==> config.mk <==
export PLATFORM = sky130hd
export DESIGN_NAME = ir_pulse_width_frame_transmitter_unit
export DESIGN_NICKNAME = d
export VERILOG_FILES = /design/src/irpwft_pkg.sv /design/src/ir_pulse_width_frame_transmitter_unit.sv
export VERILOG_INCLUDE_DIRS = /design/src /design/src/src
export SDC_FILE = /design/constraint.sdc
export NUM_CORES = 1
export LEC_CHECK = 0
export BUFFER_PORTS_ARGS = -buffer_cell sky130_fd_sc_hd__buf_2
export CORE_ASPECT_RATIO = 0.8
export CORE_MARGIN = 2
export CORE_UTILIZATION = 40
export DETAILED_ROUTE_END_ITERATION = 10
export GPL_TIMING_DRIVEN = 1
export REMOVE_ABC_BUFFERS = 1
export SLEW_MARGIN = 20
export SYNTH_ARGS = -nofsm -noshare
export SYNTH_HDL_FRONTEND = slang
export SYNTH_SLANG_ARGS = --single-unit
==> constraint.sdc <==
create_clock -name clk -period 3.61 [get_ports clk]
set_input_delay 0.9025 -clock clk [delete_from_list [all_inputs] [get_ports clk]]
set_output_delay 0.9025 -clock clk [all_outputs]
set_load 0.02 [all_outputs]
==> src/ir_pulse_width_frame_transmitter_unit_defines.svh <==
// Assertion helpers for the IR frame transmitter.
`ifndef IR_PULSE_WIDTH_FRAME_TRANSMITTER_UNIT_DEFINES_SVH
`define IR_PULSE_WIDTH_FRAME_TRANSMITTER_UNIT_DEFINES_SVH

// Check that cons holds in the same cycle as ante.
`define IRT_ASSERT_NOW(label, clk, rst_n, ante, cons) \
	label: assert property (@(posedge clk) disable iff (!rst_n) (ante) |-> (cons)) \
		else $error("irt assertion failed");

// Check that cons holds in the cycle after ante.
`define IRT_ASSERT_NEXT(label, clk, rst_n, ante, cons) \
	label: assert property (@(posedge clk) disable iff (!rst_n) (ante) |=> (cons)) \
		else $error("irt assertion failed");

`endif

==> src/irpwft_pkg.sv <==
`timescale 1ns / 1ps

package irpwft_pkg;

	localparam int FRAME_BITS = 16;
	localparam int BIT_CNT_W  = $clog2(FRAME_BITS + 1);

	localparam int DATA_W  = 16;
	localparam int HALF_W  = 8;
	localparam int CYC_W   = 8;
	localparam int GAP_W   = 12;
	localparam int PADDR_W = 5;
	localparam int PDATA_W = 32;

	localparam logic [HALF_W-1:0] RST_CARRIER_HALF = 8'd15;
	localparam logic [CYC_W-1:0]  RST_START_CYC    = 8'd52;
	localparam logic [CYC_W-1:0]  RST_ONE_CYC      = 8'd35;
	localparam logic [CYC_W-1:0]  RST_ZERO_CYC     = 8'd10;
	localparam logic [GAP_W-1:0]  RST_GAP_TICKS    = 12'd300;

	typedef enum logic [2:0] {
		REG_CARRIER_HALF = 3'd0,
		REG_START_CYC    = 3'd1,
		REG_ONE_CYC      = 3'd2,
		REG_ZERO_CYC     = 3'd3,
		REG_GAP_TICKS    = 3'd4
	} reg_idx_t;

	localparam logic OP_TICK = 1'b0;
	localparam logic OP_SEND = 1'b1;

	// A zero count behaves as one.
	function automatic logic [GAP_W-1:0] at_least_one(input logic [GAP_W-1:0] v);
		return (v == '0) ? GAP_W'(1) : v;
	endfunction

endpackage

==> src/ir_pulse_width_frame_transmitter_unit.sv <==
`timescale 1ns / 1ps
// IR pulse-width frame transmitter.
// Input channel (in_valid/in_ready): opcode 0 is one microsecond tick, opcode 1
// asks to send frame_data, most significant bit first. A send while a frame is
// in flight is dropped. A frame is a start burst, then one burst per bit (long
// for one, short for zero); every burst is followed by a silent gap.
// Output channel (out_valid/out_ready): one beat per input beat with the pin
// levels after that item, busy_res, and frame_done on the tick ending the last gap.
// Latency: the result beat is valid the cycle after the input beat is taken.
// Throughput: one item per cycle; the state update is a single pass of counter
// decrement and compare between the state registers and the result register.
// When the receiver stalls, the result register holds its beat and the input
// is still taken if the held beat leaves in the same cycle; otherwise in_ready
// drops until it does.
// APB port: registers at byte addresses 0,4,8,12,16 (carrier half period,
// start, one and zero burst cycles, gap ticks); writes while busy are ignored.
// Reset: state goes idle, pins low, registers to their default timing,
// no result beat pending.
`include "ir_pulse_width_frame_transmitter_unit_defines.svh"

module ir_pulse_width_frame_transmitter_unit
	import irpwft_pkg::*;
(
	input  logic               clk,
	input  logic               arst_n,
	input  logic               in_valid,
	output logic               in_ready,
	input  logic               opcode,
	input  logic [DATA_W-1:0]  frame_data,
	output logic               out_valid,
	input  logic               out_ready,
	output logic               ir_level,
	output logic               muzzle_level,
	output logic               busy_res,
	output logic               frame_done,
	input  logic               psel,
	input  logic               penable,
	input  logic               pwrite,
	input  logic [PADDR_W-1:0] paddr,
	input  logic [PDATA_W-1:0] pwdata,
	output logic [PDATA_W-1:0] prdata,
	output logic               pready
);

	typedef enum logic [1:0] {PH_IDLE, PH_BURST, PH_GAP} phase_t;

	phase_t                phase_q, phase_d;
	logic [FRAME_BITS-1:0] shift_q, shift_d;
	logic [BIT_CNT_W-1:0]  bits_q, bits_d;
	logic [CYC_W-1:0]      cycles_q, cycles_d;
	logic [GAP_W-1:0]      tick_q, tick_d;
	logic                  carrier_q, carrier_d;
	logic                  done_d;

	logic [HALF_W-1:0] half_q;
	logic [CYC_W-1:0]  start_q, one_q, zero_q;
	logic [GAP_W-1:0]  gap_q;

	logic              out_valid_q, ir_q, busy_q, done_q;
	logic              in_fire, cfg_wr;
	logic [2:0]        cfg_idx;
	logic [GAP_W-1:0]  half_ticks, tick_dec;
	logic [CYC_W-1:0]  cycles_dec, bit_cycles;

	assign in_ready = !out_valid_q || out_ready;
	assign in_fire  = in_valid && in_ready;
	assign cfg_idx  = paddr[PADDR_W-1:2];
	assign cfg_wr   = psel && penable && pwrite && pready;
	assign pready   = 1'b1;

	assign half_ticks = at_least_one(GAP_W'(half_q));
	assign tick_dec   = tick_q - GAP_W'(1);
	assign cycles_dec = cycles_q - CYC_W'(1);
	assign bit_cycles = shift_q[FRAME_BITS-1] ? one_q : zero_q;

	always_comb begin
		phase_d   = phase_q;
		shift_d   = shift_q;
		bits_d    = bits_q;
		cycles_d  = cycles_q;
		tick_d    = tick_q;
		carrier_d = carrier_q;
		done_d    = 1'b0;
		if (opcode == OP_SEND) begin
			if (phase_q == PH_IDLE) begin
				shift_d   = FRAME_BITS'(frame_data);
				bits_d    = BIT_CNT_W'(FRAME_BITS);
				phase_d   = PH_BURST;
				cycles_d  = CYC_W'(at_least_one(GAP_W'(start_q)));
				carrier_d = 1'b1;
				tick_d    = half_ticks;
			end
		end else if (phase_q == PH_BURST) begin
			tick_d = tick_dec;
			if (tick_dec == '0) begin
				if (carrier_q) begin
					carrier_d = 1'b0;
					tick_d    = half_ticks;
				end else begin
					cycles_d = cycles_dec;
					if (cycles_dec == '0) begin
						phase_d = PH_GAP;
						tick_d  = at_least_one(gap_q);
					end else begin
						carrier_d = 1'b1;
						tick_d    = half_ticks;
					end
				end
			end
		end else if (phase_q == PH_GAP) begin
			tick_d = tick_dec;
			if (tick_dec == '0) begin
				if (bits_q == '0) begin
					phase_d  = PH_IDLE;
					cycles_d = '0;
					done_d   = 1'b1;
				end else begin
					// advance to the next bit, most significant first
					shift_d   = {shift_q[FRAME_BITS-2:0], 1'b0};
					bits_d    = bits_q - BIT_CNT_W'(1);
					phase_d   = PH_BURST;
					cycles_d  = CYC_W'(at_least_one(GAP_W'(bit_cycles)));
					carrier_d = 1'b1;
					tick_d    = half_ticks;
				end
			end
		end
	end

	always_ff @(posedge clk or negedge arst_n) begin
		if (!arst_n) begin
			phase_q     <= PH_IDLE;
			shift_q     <= '0;
			bits_q      <= '0;
			cycles_q    <= '0;
			tick_q      <= '0;
			carrier_q   <= 1'b0;
			out_valid_q <= 1'b0;
			ir_q        <= 1'b0;
			busy_q      <= 1'b0;
			done_q      <= 1'b0;
		end else begin
			if (in_fire) begin
				phase_q     <= phase_d;
				shift_q     <= shift_d;
				bits_q      <= bits_d;
				cycles_q    <= cycles_d;
				tick_q      <= tick_d;
				carrier_q   <= carrier_d;
				out_valid_q <= 1'b1;
				ir_q        <= carrier_d;
				busy_q      <= (phase_d != PH_IDLE);
				done_q      <= done_d;
			end else if (out_ready) begin
				out_valid_q <= 1'b0;
			end
		end
	end

	always_ff @(posedge clk or negedge arst_n) begin
		if (!arst_n) begin
			half_q  <= RST_CARRIER_HALF;
			start_q <= RST_START_CYC;
			one_q   <= RST_ONE_CYC;
			zero_q  <= RST_ZERO_CYC;
			gap_q   <= RST_GAP_TICKS;
		end else if (cfg_wr && phase_q == PH_IDLE) begin
			case (cfg_idx)
				REG_CARRIER_HALF: half_q  <= pwdata[HALF_W-1:0];
				REG_START_CYC:    start_q <= pwdata[CYC_W-1:0];
				REG_ONE_CYC:      one_q   <= pwdata[CYC_W-1:0];
				REG_ZERO_CYC:     zero_q  <= pwdata[CYC_W-1:0];
				REG_GAP_TICKS:    gap_q   <= pwdata[GAP_W-1:0];
				default: ;
			endcase
		end
	end

	always_comb begin
		case (cfg_idx)
			REG_CARRIER_HALF: prdata = PDATA_W'(half_q);
			REG_START_CYC:    prdata = PDATA_W'(start_q);
			REG_ONE_CYC:      prdata = PDATA_W'(one_q);
			REG_ZERO_CYC:     prdata = PDATA_W'(zero_q);
			REG_GAP_TICKS:    prdata = PDATA_W'(gap_q);
			default:          prdata = '0;
		endcase
	end

	assign out_valid    = out_valid_q;
	assign ir_level     = ir_q;
	assign muzzle_level = ir_q;
	assign busy_res     = busy_q;
	assign frame_done   = done_q;

	`IRT_ASSERT_NEXT(a_fire_gives_beat, clk, arst_n, in_fire, out_valid)
	`IRT_ASSERT_NOW(a_done_not_busy, clk, arst_n, out_valid && frame_done, !busy_res)
	`IRT_ASSERT_NOW(a_idle_dark, clk, arst_n, phase_q == PH_IDLE, !carrier_q)
	`IRT_ASSERT_NOW(a_gap_dark, clk, arst_n, phase_q == PH_GAP, !carrier_q)

endmodule

# Word-level counts from Yosys, hierarchy flattened
# Index checks and enable logic that the tools add are counted.
# W data, S select, Z words.
op_classes:
  add_sub_neg: 3
  eq_ne: 11
  n_mux: 60
  reduce_logical: 29
op_table:
  columns: ["operator", "n"]
  rows:
  - ["$mux W12", 10]
  - ["$mux W16", 6]
  - ["$mux W8", 12]
  - ["$pmux W12 S5", 1]
  - ["$logic_not A8 Y1", 4]
  - ["$mux W5", 6]
  - ["$logic_not A12 Y1", 2]
  - ["$mux W1", 17]
  - ["$mux W2", 8]
  - ["$sub A12 B1 Y12 const B", 1]
  - ["$reduce_and A2 Y1", 5]
  - ["$reduce_and A5 Y1", 2]
  - ["$reduce_bool A2 Y1", 4]
  - ["$sub A8 B1 Y8 const B", 1]
  - ["$eq A3 B2 Y1 const B", 2]
  - ["$ne A3 B3 Y1 const B", 2]
  - ["$reduce_and A6 Y1", 1]
  - ["$logic_not A5 Y1", 1]
  - ["$sub A5 B1 Y5 const B", 1]
  - ["$logic_and A1 B1 Y1", 4]
  - ["$ne A2 B2 Y1 const B", 2]
  - ["$eq A3 B1 Y1 const B", 1]
  - ["$eq A3 B3 Y1 const B", 1]
  - ["$logic_not A3 Y1", 1]
  - ["8 further kinds", 8]
word_totals:
  ff_bits: 91
  inputBits: 61
  output_inout_bits: 39
  word_cells: 117

# Logic depth before layout (Yosys ltp)
# Gate-level depths: netlist (run 1).
logic_depth:
  word_depth: 8
  ltp_mapped: 10
  ltp_nobuf: 9

# Least setup slack after synthesis (run 1)
# No wires, ideal clock.
synth_timing:
  path_type: "input-to-output"
  startpoint: "input paddr[3]"
  endpoint: "output prdata[1]"
  t_arrival_ns: 2.389
  required_time_ns: 2.707
  path_slack_ns: 0.319
  stages: 6
  n_path_buf: 2
  path_cell_list: "clkbuf_1 -> clkbuf_1 -> mux2i_1 -> nor2_1 -> a31oi_1 -> o22ai_1"
synth_via:
  elab_chain_len: 2
  word_cells_on_any_way: 6
  classes_between: "eq/ne: 4; mux: 1; reduce/logical: 1"
synth_lines:
  columns: ["element", "line_no", "source"]
  rows:
  - ["start, declared", "ir_pulse_width_frame_transmitter_unit.sv:39", "input logic [PADDR_W-1:0] paddr,"]
  - ["$eq A3 B3 Y1, or another cell as far along", "ir_pulse_width_frame_transmitter_unit.sv:180", "case (cfg_idx)"]
  - ["$pmux W12 S5 *", "ir_pulse_width_frame_transmitter_unit.sv:180", null]
  - ["end, declared", "ir_pulse_width_frame_transmitter_unit.sv:41", "output logic [PDATA_W-1:0] prdata,"]
# Mark *: on every way between the ends. The rest lies on a longest branch, timed or not.

# Worst setup path in the final report (run 1)
layout_timing:
  startpoint: "register tick_q[0]"
  endpoint: "register cycles_q[3]"
layout_via:
  elab_chain_len: 4
layout_lines:
  columns: ["element", "line_no", "source"]
  rows:
  - ["start, declared", "ir_pulse_width_frame_transmitter_unit.sv:51", "logic [GAP_W-1:0] tick_q, tick_d;"]
  - ["start signal, assigned", "ir_pulse_width_frame_transmitter_unit.sv:148", "tick_q <= tick_d;"]
  - ["$sub A12 B1 Y12", "ir_pulse_width_frame_transmitter_unit.sv:72", "assign tick_dec = tick_q - GAP_W'(1);"]
  - ["$logic_not A12 Y1", "ir_pulse_width_frame_transmitter_unit.sv:95, ir_pulse_width_frame_transmitter_unit.sv:112", null]
  - ["$reduce_bool A2 Y1 (no line)", null, null]
  - ["$reduce_and A5 Y1 (no line)", null, null]
  - ["end signal, assigned", "ir_pulse_width_frame_transmitter_unit.sv:147", "cycles_q <= cycles_d;"]
  - ["end, declared", "ir_pulse_width_frame_transmitter_unit.sv:50", "logic [CYC_W-1:0] cycles_q, cycles_d;"]
# Every way passes these cells.
# A chain may end at the register's enable or synchronous reset.

==> impl_metrics.tcl, run 1 <==
set metrics [dict create \
    num_antenna_cells 0 \
    synth_top_cell_area_share 0.335 \
    synthFlopType "dfrtp_1" \
    end_kind "flip-flop" \
    dieArea_um2 15000 \
    via_per_inst 5.61 \
    core_um2 13600 \
    area_growth_pct 11.8 \
    combPwrFrac 0.278 \
    finalClockSkew_ps 5.61 \
    pwr-share-clk 0.304 \
    leakage_nw 2.81 \
    holdCritPathClass "reg -> reg" \
    internal_power_mw 2.11 \
    grt_pass1_wl_mm 23.3 \
    routed_wl_mm 14.5 \
    netlist_area_um2 5600 \
    track_usage 0.203 \
    synthTopCellsByCount "dfrtp_1, nor2_1, mux2_2, mux2i_1, a21oi_1" \
    seq_area_um2 2300 \
    seq_area_frac_synth 0.410 \
    p_switching_mw 1.13 \
    rsz0062_at_grt "no" \
    grt_max_degree 79 \
    cp.required_ps 3840 \
    final_nets 696 \
    synth.avg_cell_area_um2 9.51 \
    dieWidth_um 136 \
    cts_max_level 3 \
    cts_num_sinks 91 \
    clock_latency_ps 350 \
    period_needed_ps 3120 \
    min_period_over_period 0.863 \
    post-route-util 0.460 \
    post_cts_resized 0 \
    synth_cells 589 \
    cp_slowest_cell "dfrtp_1" \
    drc_errors 0 \
    r2r_slack_ps 490 \
    relSlewSlack 0.342 \
    yosys.area.top_type "dfrtp_1" \
    drv_cap 0 \
    critPathKind "reg -> reg" \
    yosys_register_bits 91 \
    synth_cell_types 66 \
    crit_chain "inv_1 > ha_1 > xnor2_1 > nand3_1 > o22ai_2 > and3_4 > nor2_2 > a211oi_4 > mux2_2" \
    drive_above_1_share 0.258 \
    grt_pass1_vias 4344 \
    worst_pin_slew_ps 983 \
    antenna_found_initial 0 \
    power_frac_seq 0.417 \
    drt.antenna.violating_nets 0 \
    grt-ovfl-total 0 \
    p_per_area_nw_per_um2 518 \
    reg2reg_from "tick_q[0]$_DFFE_PN0P_" \
    startpoint_type "flip-flop" \
    fmax_ghz 0.321 \
    root_buffer "clkbuf_16" \
    critPathMaxStageDelay_ps 530 \
    wire_per_inst_um 17.8 \
    routed-via-count 4573 \
    fill_cells 1312 \
    clk_pin_slew_worst_paths_ps 70 \
    r2r_cells 9 \
    synth_most_common_cell "dfrtp_1" \
    clock_path_buffers 2 \
    start_util 0.412 \
    tritoncts "built" \
    cp.arrival_ps 3350 \
    setup_viol 0 \
    outcome "finished clean" \
    cts_inserted_buffers 9 \
    post_cts_buffers 0 \
    vdd_drop_max_v 0.000237 \
    synthArstFlopShare 1.00 \
    gp_congestion 0.882 \
    postCtsHoldBufs 0 \
    io_buffers 56 \
    fin_cells 815 \
    crit_path_end "cycles_q[3]$_DFFE_PN0P_" \
    rows 38 \
    tns_ps 0 \
    place_inst 799 \
    dp_hpwl_mm 10.6 \
    multi_input_area_um2 3010 \
    die_y_um 110 \
    synth_edf_count 0 \
    drtPass1Iterations 5 \
    critPathMaxFanout 13 \
    ys_warn_count 0 \
    netlist_top_cells_area "dfrtp_1, mux2_2, dfstp_2, mux2i_1, nor2_1" \
    switching_share 0.350 \
    crit_start "tick_q[0]$_DFFE_PN0P_" \
    p_total_mw 3.24 \
    drt-initial-drc-count 400 \
    hold_violations 0 \
    slew_viol_final 0 \
    r2r_end "cycles_q[3]$_DFFE_PN0P_" \
    io_pins 100 \
]
## critical path: cells and delay by family, from the launching register on
kind	cells	cell delay (ps)
AOI/OAI and AO/OA	2	710
buffers and inverters	1	90
adders and majority gates	1	300
xor gates and xnor gates	1	400
muxes	1	390
and+or+nand+nor	3	570
DFF	1	530
## per-stage QoR
step                      cell area (um^2)  setup slack (ps)  hold WS, ps
after floorplan                       5370               841          495
after global placement                5940               573          479
after detailed placement              5940               529          501
after CTS                             6250               512          516
after global routing                  6260               311          551
final                                 6260               493          516
## power groups by stage
stage | combinational (mW) | clock (mW) | sequential [mW]
global route | 1.01 | 1.05 | 1.38
finish | 0.903 | 0.987 | 1.35
detailed placement | 0.894 | 0 | 1.37
global placement | 0.876 | 0 | 1.36
CTS | 0.900 | 1.01 | 1.35
floorplan | 0.668 | 0 | 1.32
## registers in the layout, indices dropped and copies added, names as in the netlist
name / flops
frame_done: 1
out_valid: 1
busy_res: 1
half_q: 8
cycles_q: 8
tick_q: 12
phase_q: 2
start_q: 8
ir_level: 1
bits_q: 5
zero_q: 8
shift_q: 16
one_q: 8
gap_q: 12
## kinds of logic after synthesis
logic type	Yosys count	share of synthesized area
compound gates	124	0.139
xor+xnor	13	0.0203
mux	97	0.188
other cells	2	0.00134
flops	91	0.410
fa+ha+maj	5	0.0112
buf+inv	70	0.0646
simple gates	187	0.166
## cell type report
cell class / instances / share of cell area
multi-input combinational: 447 / 0.481
sequential: 91 / 0.367
timing repair buffer: 65 / 0.0566
clock buffer: 9 / 0.0360
tap: 180 / 0.0360
clock inverter: 7 / 0.0134
inverter: 16 / 0.00960
## how the worst min path moves through the flow
stage	startpoint	endpoint	slack, ps	cells past startpoint
6_report	frame_done$_DFFE_PN0P_	frame_done$_DFFE_PN0P_	520	2
5_1_grt	frame_done$_DFFE_PN0P_	frame_done$_DFFE_PN0P_	550	2
4_1_cts	frame_done$_DFFE_PN0P_	frame_done$_DFFE_PN0P_	520	2
3_5_place_dp	frame_done$_DFFE_PN0P_	frame_done$_DFFE_PN0P_	500	2
3_3_place_gp	frame_done$_DFFE_PN0P_	frame_done$_DFFE_PN0P_	480	2
2_1_floorplan	start_q[0]$_DFFE_PN0P_	start_q[0]$_DFFE_PN0P_	490	1
## metal layers
| layer | global-route usage | share of wire | vias up |
|---|---|---|---|
| met2 | 0.312 | 0.44 | 155 |
| li1 | - | - | 2181 |
| met5 | 0 | 0 | - |
| met3 | 0.0364 | 0.058 | 11 |
| met1 | 0.295 | 0.49 | 2226 |
| met4 | 0.0551 | 0.012 | 0 |
## layout by cell type, fill, tap and decap left out, types with 7 or more instances in the layout
cell        n
or3_1       7
nor3_1     27
nand2b_1    7
mux2i_1    42
a31oi_1    16
and3_1      7
buf_2      55
xnor2_1     8
conb_1     21
o22ai_1    10
a21oi_1    39
nand3_1    15
nor2_1     55
dfrtp_1    75
mux2_2     54
inv_1      16
o21ai_0    26
nor4_1     11
nand2_1    37
buf_4       9
dfstp_2    16
clkbuf_16   9
(Power assumes the default switching activity.)
==> run 2, diff against run 1 <==
==> constraint.sdc (replaced) <==
create_clock -name clk -period 3.61 [get_ports clk]
set_input_delay 0.1805 -clock clk [delete_from_list [all_inputs] [get_ports clk]]
set_output_delay 0.1805 -clock clk [all_outputs]
set_load 0.02 [all_outputs]
==> impl_metrics.tcl, run 2 (same netlist as run 1, synthesis figures left out) <==
set metrics [dict create \
    outcome "finished clean" \
    routed_wl_mm 14.4 \
    largest_reg_flops 16 \
    cp.arrival_ps 3230 \
    startpoint_type "flip-flop" \
    rows 38 \
    drtPass1Iterations 5 \
    hold_end "shift_q[0]$_DFFE_PN0P_" \
    cp_slowest_cell "dfrtp_1" \
    grt_max_degree 60 \
    drv_cap 0 \
    path_buf_inv 1 \
    dp_hpwl_mm 10.6 \
    multi_input_area_um2 3010 \
    leakage_nw 2.80 \
    r2r_slack_ps 610 \
    track_usage 0.203 \
    hold_violations 0 \
    top_regs "shift_q x16, gap_q x12, tick_q x12" \
    via_per_inst 5.66 \
    tns_ps 0 \
    min_period_over_period 0.832 \
    critPathMaxFanout 13 \
    critPathMaxStageDelay_ps 500 \
    area_growth_pct 11.6 \
    dieArea_um2 15000 \
    cts_inserted_buffers 9 \
    clock_latency_ps 350 \
    post_cts_buffers 0 \
    relSlewSlack 0.406 \
    p_total_mw 3.19 \
    cts_num_sinks 91 \
    seq_area_um2 2300 \
    holdPathStages 3 \
    die_y_um 110 \
    rsz0062_at_grt "no" \
    clock_path_buffers 2 \
    core_um2 13600 \
    period_needed_ps 3000 \
    cts_max_level 3 \
    root_buffer "clkbuf_16" \
    worstHoldStart "frame_data[0]" \
    vdd_drop_max_v 0.000227 \
    start_util 0.412 \
    worst_pin_slew_ps 888 \
    grt-ovfl-total 0 \
    mostFrequentLayoutCells "dfrtp_1, nor2_1, buf_2, mux2_2, mux2i_1" \
    p_per_area_nw_per_um2 511 \
    reg2reg_from "tick_q[0]$_DFFE_PN0P_" \
    crit_chain "inv_1 > ha_1 > o21bai_1 > a211o_1 > o22ai_2 > and3_4 > nor2_2 > a211oi_4 > mux2_2" \
    routed-via-count 4617 \
    post_cts_resized 0 \
    gp_congestion 0.848 \
    end_kind "flip-flop" \
    critPathKind "reg -> reg" \
    grt_pass1_vias 4428 \
    fill_cells 1348 \
    final_common_cell "dfrtp_1" \
    tritoncts "built" \
    antenna_found_initial 0 \
    drive_above_1_share 0.256 \
    io_pins 100 \
    postCtsHoldBufs 1 \
    crit_family "compound AO/OA/AOI/OAI gates" \
    holdCritPathClass "in -> reg" \
    drt.antenna.violating_nets 0 \
    dieWidth_um 136 \
    wire_per_inst_um 17.6 \
    r2r_end "cycles_q[5]$_DFFE_PN0P_" \
    cp.required_ps 3840 \
    finalClockSkew_ps 5.93 \
    r2r_cells 9 \
    setup_viol 0 \
    grt_pass1_wl_mm 23.3 \
    fmax_ghz 0.333 \
    io_buffers 56 \
    largest-register "shift_q" \
    slew_viol_final 0 \
    drt-initial-drc-count 430 \
    drc_errors 0 \
    clk_pin_slew_worst_paths_ps 60 \
    num_antenna_cells 0 \
    final_nets 697 \
]
-- run 2: cell count changes in the layout (fill, tap and decap cells not counted), sizes merged --
cell and delta:
clkbuf +1, clkinvlp +2, dlygate4sd3 +1, inv -3
-- run 2: metrics by stage --
stage	util	setup WS [ps]	instances	hold slack, ps	area [um^2]
global placement	0.437	729	799	294	5940
finish	0.459	606	816	51.4	6250
CTS	0.459	639	816	46.7	6250
global route	0.459	439	816	66.2	6250
floorplan	-	910	554	-115	5370
detailed placement	0.437	652	799	299	5940
-- run 2: worst max path at each step --
| stage | from | endpoint | slack, ps | depth (start not counted) |
|---|---|---|---|---|
| 3_3_place_gp | tick_q[0]$_DFFE_PN0P_ | cycles_q[5]$_DFFE_PN0P_ | 730 | 9 |
| 4_1_cts | tick_q[0]$_DFFE_PN0P_ | cycles_q[5]$_DFFE_PN0P_ | 640 | 9 |
| 3_5_place_dp | tick_q[0]$_DFFE_PN0P_ | cycles_q[5]$_DFFE_PN0P_ | 650 | 9 |
| 2_1_floorplan | tick_q[0]$_DFFE_PN0P_ | tick_q[0]$_DFFE_PN0P_ | 910 | 8 |
| 6_report | tick_q[0]$_DFFE_PN0P_ | cycles_q[5]$_DFFE_PN0P_ | 610 | 9 |
| 5_1_grt | tick_q[0]$_DFFE_PN0P_ | cycles_q[5]$_DFFE_PN0P_ | 440 | 9 |
-- run 2: layer usage --
layer	up-vias	wire length, um	global-route usage
li1	2190	-	-
met1	2244	6850	0.300
met2	167	6290	0.306
met3	16	1070	0.0373
met4	0	180	0.0499
met5	-	0	0
-- run 2: worst register-to-register path, delay by kind of cell (launching register included) --
family / cells / cell delay [ps]
AO/OA/AOI/OAI: 4 / 1230
flip-flops: 1 / 500
multiplexers: 1 / 400
buffers and inverters: 1 / 80
adder cells (fa/ha/maj): 1 / 280
AND/OR/NAND/NOR: 2 / 400
-- run 2: cell type report --
class | count | area share
Tap cell | 180 | 0.0361
Timing Repair Buffer | 66 | 0.0577
Clock buffer | 10 | 0.0367
Clock inverter | 6 | 0.0102
Inverter | 16 | 0.00961
Multi-Input combinational cell | 447 | 0.482
Sequential cell | 91 | 0.368
-- run 2: report_power, final --
| group | internal [mW] | switching, mW |
|---|---|---|
| registers | 1.16 | 0.183 |
| logic | 0.394 | 0.516 |
| clock network | 0.537 | 0.403 |
==> run 3, diff against run 2 <==
Settings changed: ABC_AREA set to 1.
Clock period 3.61 ns to 2.72 ns, I/O delays scaled along.
==> impl_metrics.tcl, run 3 <==
set metrics [dict create \
    grt-ovfl-total 0 \
    hold_violations 0 \
    crit_chain "inv_1 > ha_1 > inv_1 > nor2_1 > nand3_1 > nand2_1 > nand2_1 > nor2_2 > buf_4 > nand4_1 > nand3_1 > nand2_1 > nand2_1 > nand3_1 > nand2_1 > inv_1" \
    track_usage 0.216 \
    start_util 0.405 \
    dp_hpwl_mm 12.3 \
    ys_warn_count 0 \
    fmax_ghz 0.416 \
    drtPass1Iterations 5 \
    post-route-util 0.454 \
    routed_wl_mm 16.5 \
    synth_edf_count 0 \
    synthTopCellsByCount "nand2_1, inv_1, dfrtp_1, o21ai_0, nor2_1" \
    cts_num_sinks 91 \
    worst_pin_slew_ps 701 \
    clock_path_buffers 2 \
    slew_viol_final 0 \
    grt_pass1_vias 4972 \
    setup_viol 0 \
    startpoint_type "flip-flop" \
    worstHoldStart "frame_data[0]" \
    gp_congestion 0.928 \
    cp.required_ps 2960 \
    clock_latency_ps 350 \
    wire_per_inst_um 15.4 \
    seq_area_frac_synth 0.382 \
    tns_ps 0 \
    final_nets 941 \
    synth.avg_cell_area_um2 7.31 \
    drt.antenna.violating_nets 0 \
    cp_slowest_cell "dfrtp_1" \
    die_y_um 114 \
    largest-register "shift_q" \
    crit_top_cell "nand2_1" \
    critPathMaxStageDelay_ps 380 \
    dieArea_um2 16000 \
    num_antenna_cells 0 \
    synth_cells 823 \
    drv_cap 0 \
    drc_errors 0 \
    cts_inserted_buffers 9 \
    clk_pin_slew_worst_paths_ps 70 \
    outcome "finished clean" \
    synth_most_common_cell "nand2_1" \
    dpl_cell_area_um2 6370 \
    antenna_found_initial 0 \
    yosys.area.top_type "dfrtp_1" \
    critPathMaxFanout 9 \
    synthArstFlopShare 1.00 \
    p_total_mw 6.08 \
    finalClockSkew_ps 12.4 \
    cp.arrival_ps 2650 \
    drive_above_1_share 0.185 \
    end_kind "flip-flop" \
    largest_reg_flops 16 \
    grt_pass1_wl_mm 27.2 \
    rows 40 \
    io_pins 100 \
    pre_cts_slack_ps 314 \
    mostFrequentLayoutCells "nand2_1, inv_1, dfrtp_1, o21ai_0, nor2_1" \
    drt-initial-drc-count 485 \
    yosys_register_bits 91 \
    root_buffer "clkbuf_16" \
    reg2reg_from "cycles_q[0]$_DFFE_PN0P_" \
    grt_max_degree 74 \
    via_per_inst 5.11 \
    leakage_nw 3.21 \
    worst_slack_ps 314 \
    cts_max_level 3 \
    netlist_top_cells_area "dfrtp_1, nand2_1, inv_1, dfstp_2, o21ai_0" \
    synth_top_cell_area_share 0.312 \
    crit_start "cycles_q[0]$_DFFE_PN0P_" \
    p_per_area_nw_per_um2 902 \
    top_regs "shift_q x16, gap_q x12, tick_q x12" \
    relSlewSlack 0.531 \
    critPathKind "reg -> reg" \
    vdd_drop_max_v 0.000317 \
    period_needed_ps 2410 \
    post_cts_buffers 0 \
    design_area_um2 6750 \
    io_buffers 56 \
    dieWidth_um 141 \
    synth_cell_types 47 \
    core_um2 14900 \
    tritoncts "built" \
    min_period_over_period 0.884 \
    rsz0062_at_grt "no" \
    synthFlopType "dfrtp_1" \
    final_common_cell "nand2_1" \
    area_growth_pct 12.1 \
    netlist_area_um2 6020 \
    routed-via-count 5463 \
    holdCritPathClass "in -> reg" \
]
-- run 3: cell count changes after synthesis, sizes merged, moves of 39 or more --
| cell | change |
|---|---|
| o21ai | +68 |
| mux2i | -42 |
| nand2 | +189 |
| inv | +99 |
| nand3 | +39 |
| mux2 | -54 |
-- run 3: layout make-up --
cell class	count	area, um^2
Multi-Input combinational cell	587	3050
Clock buffer	9	225
Fill cell	1531	8120
Clock inverter	7	87.6
Sequential cell	91	2300
Inverter	116	443
Timing Repair Buffer	70	410
Tap cell	189	236
-- run 3: where the power goes --
group          internal [mW]  leakage, nW  switching, mW
clock                  0.738        0.155          0.609
sequential              1.79         1.11          0.359
combinational          0.882         1.94           1.71
-- run 3: cells by family after synthesis --
group           after synthesis  share of synthesized area
xor+xnor                      3                    0.00437
buf+inv                     164                      0.127
simple gates                389                      0.293
other cells                   2                    0.00125
fa+ha+maj                     5                     0.0104
compound gates              169                      0.182
flops                        91                      0.382
-- run 3: repair_timing --
item / CTS / global route
hold endpoints to repair: 55 / 0
hold buffers: 1 / 0
endpoints found under the setup margin: 0 / 4
gates resized for setup: 0 / 3
-- run 3: path summary, 6_finish.rpt --
path | cells after the start | to | slack, ps
min in group asynchronous | 2 | cycles_q[6]$_DFFE_PN0P_ | 200
max | 16 | tick_q[5]$_DFFE_PN0P_ | 310
max reg2reg | 16 | tick_q[5]$_DFFE_PN0P_ | 310
min reg2reg | 2 | frame_done$_DFFE_PN0P_ | 490
max in group asynchronous | 4 | shift_q[0]$_DFFE_PN0P_ | 1740
min | 3 | shift_q[0]$_DFFE_PN0P_ | 20
-- run 3: critical path: cells and delay by family (launching register included) --
| family | cells | cell delay, ps |
|---|---|---|
| flops | 1 | 380 |
| simple gates | 11 | 1240 |
| fa+ha+maj | 1 | 200 |
| buf+inv | 4 | 470 |
-- run 3: metal layers --
layer	GRT usage	up-vias	part of all wire
met5	0	-	0
met4	0.0387	0	0.013
met3	0.0605	17	0.080
met2	0.299	187	0.42
met1	0.336	2514	0.49
li1	-	2745	-
-- run 3: per-stage QoR --
step / hold WS, ps / instances
finish: 15.2 / 1069
global route: 19.7 / 1069
CTS: 10.1 / 1068
detailed placement: 348 / 1051
global placement: 347 / 1051
floorplan: -160 / 794
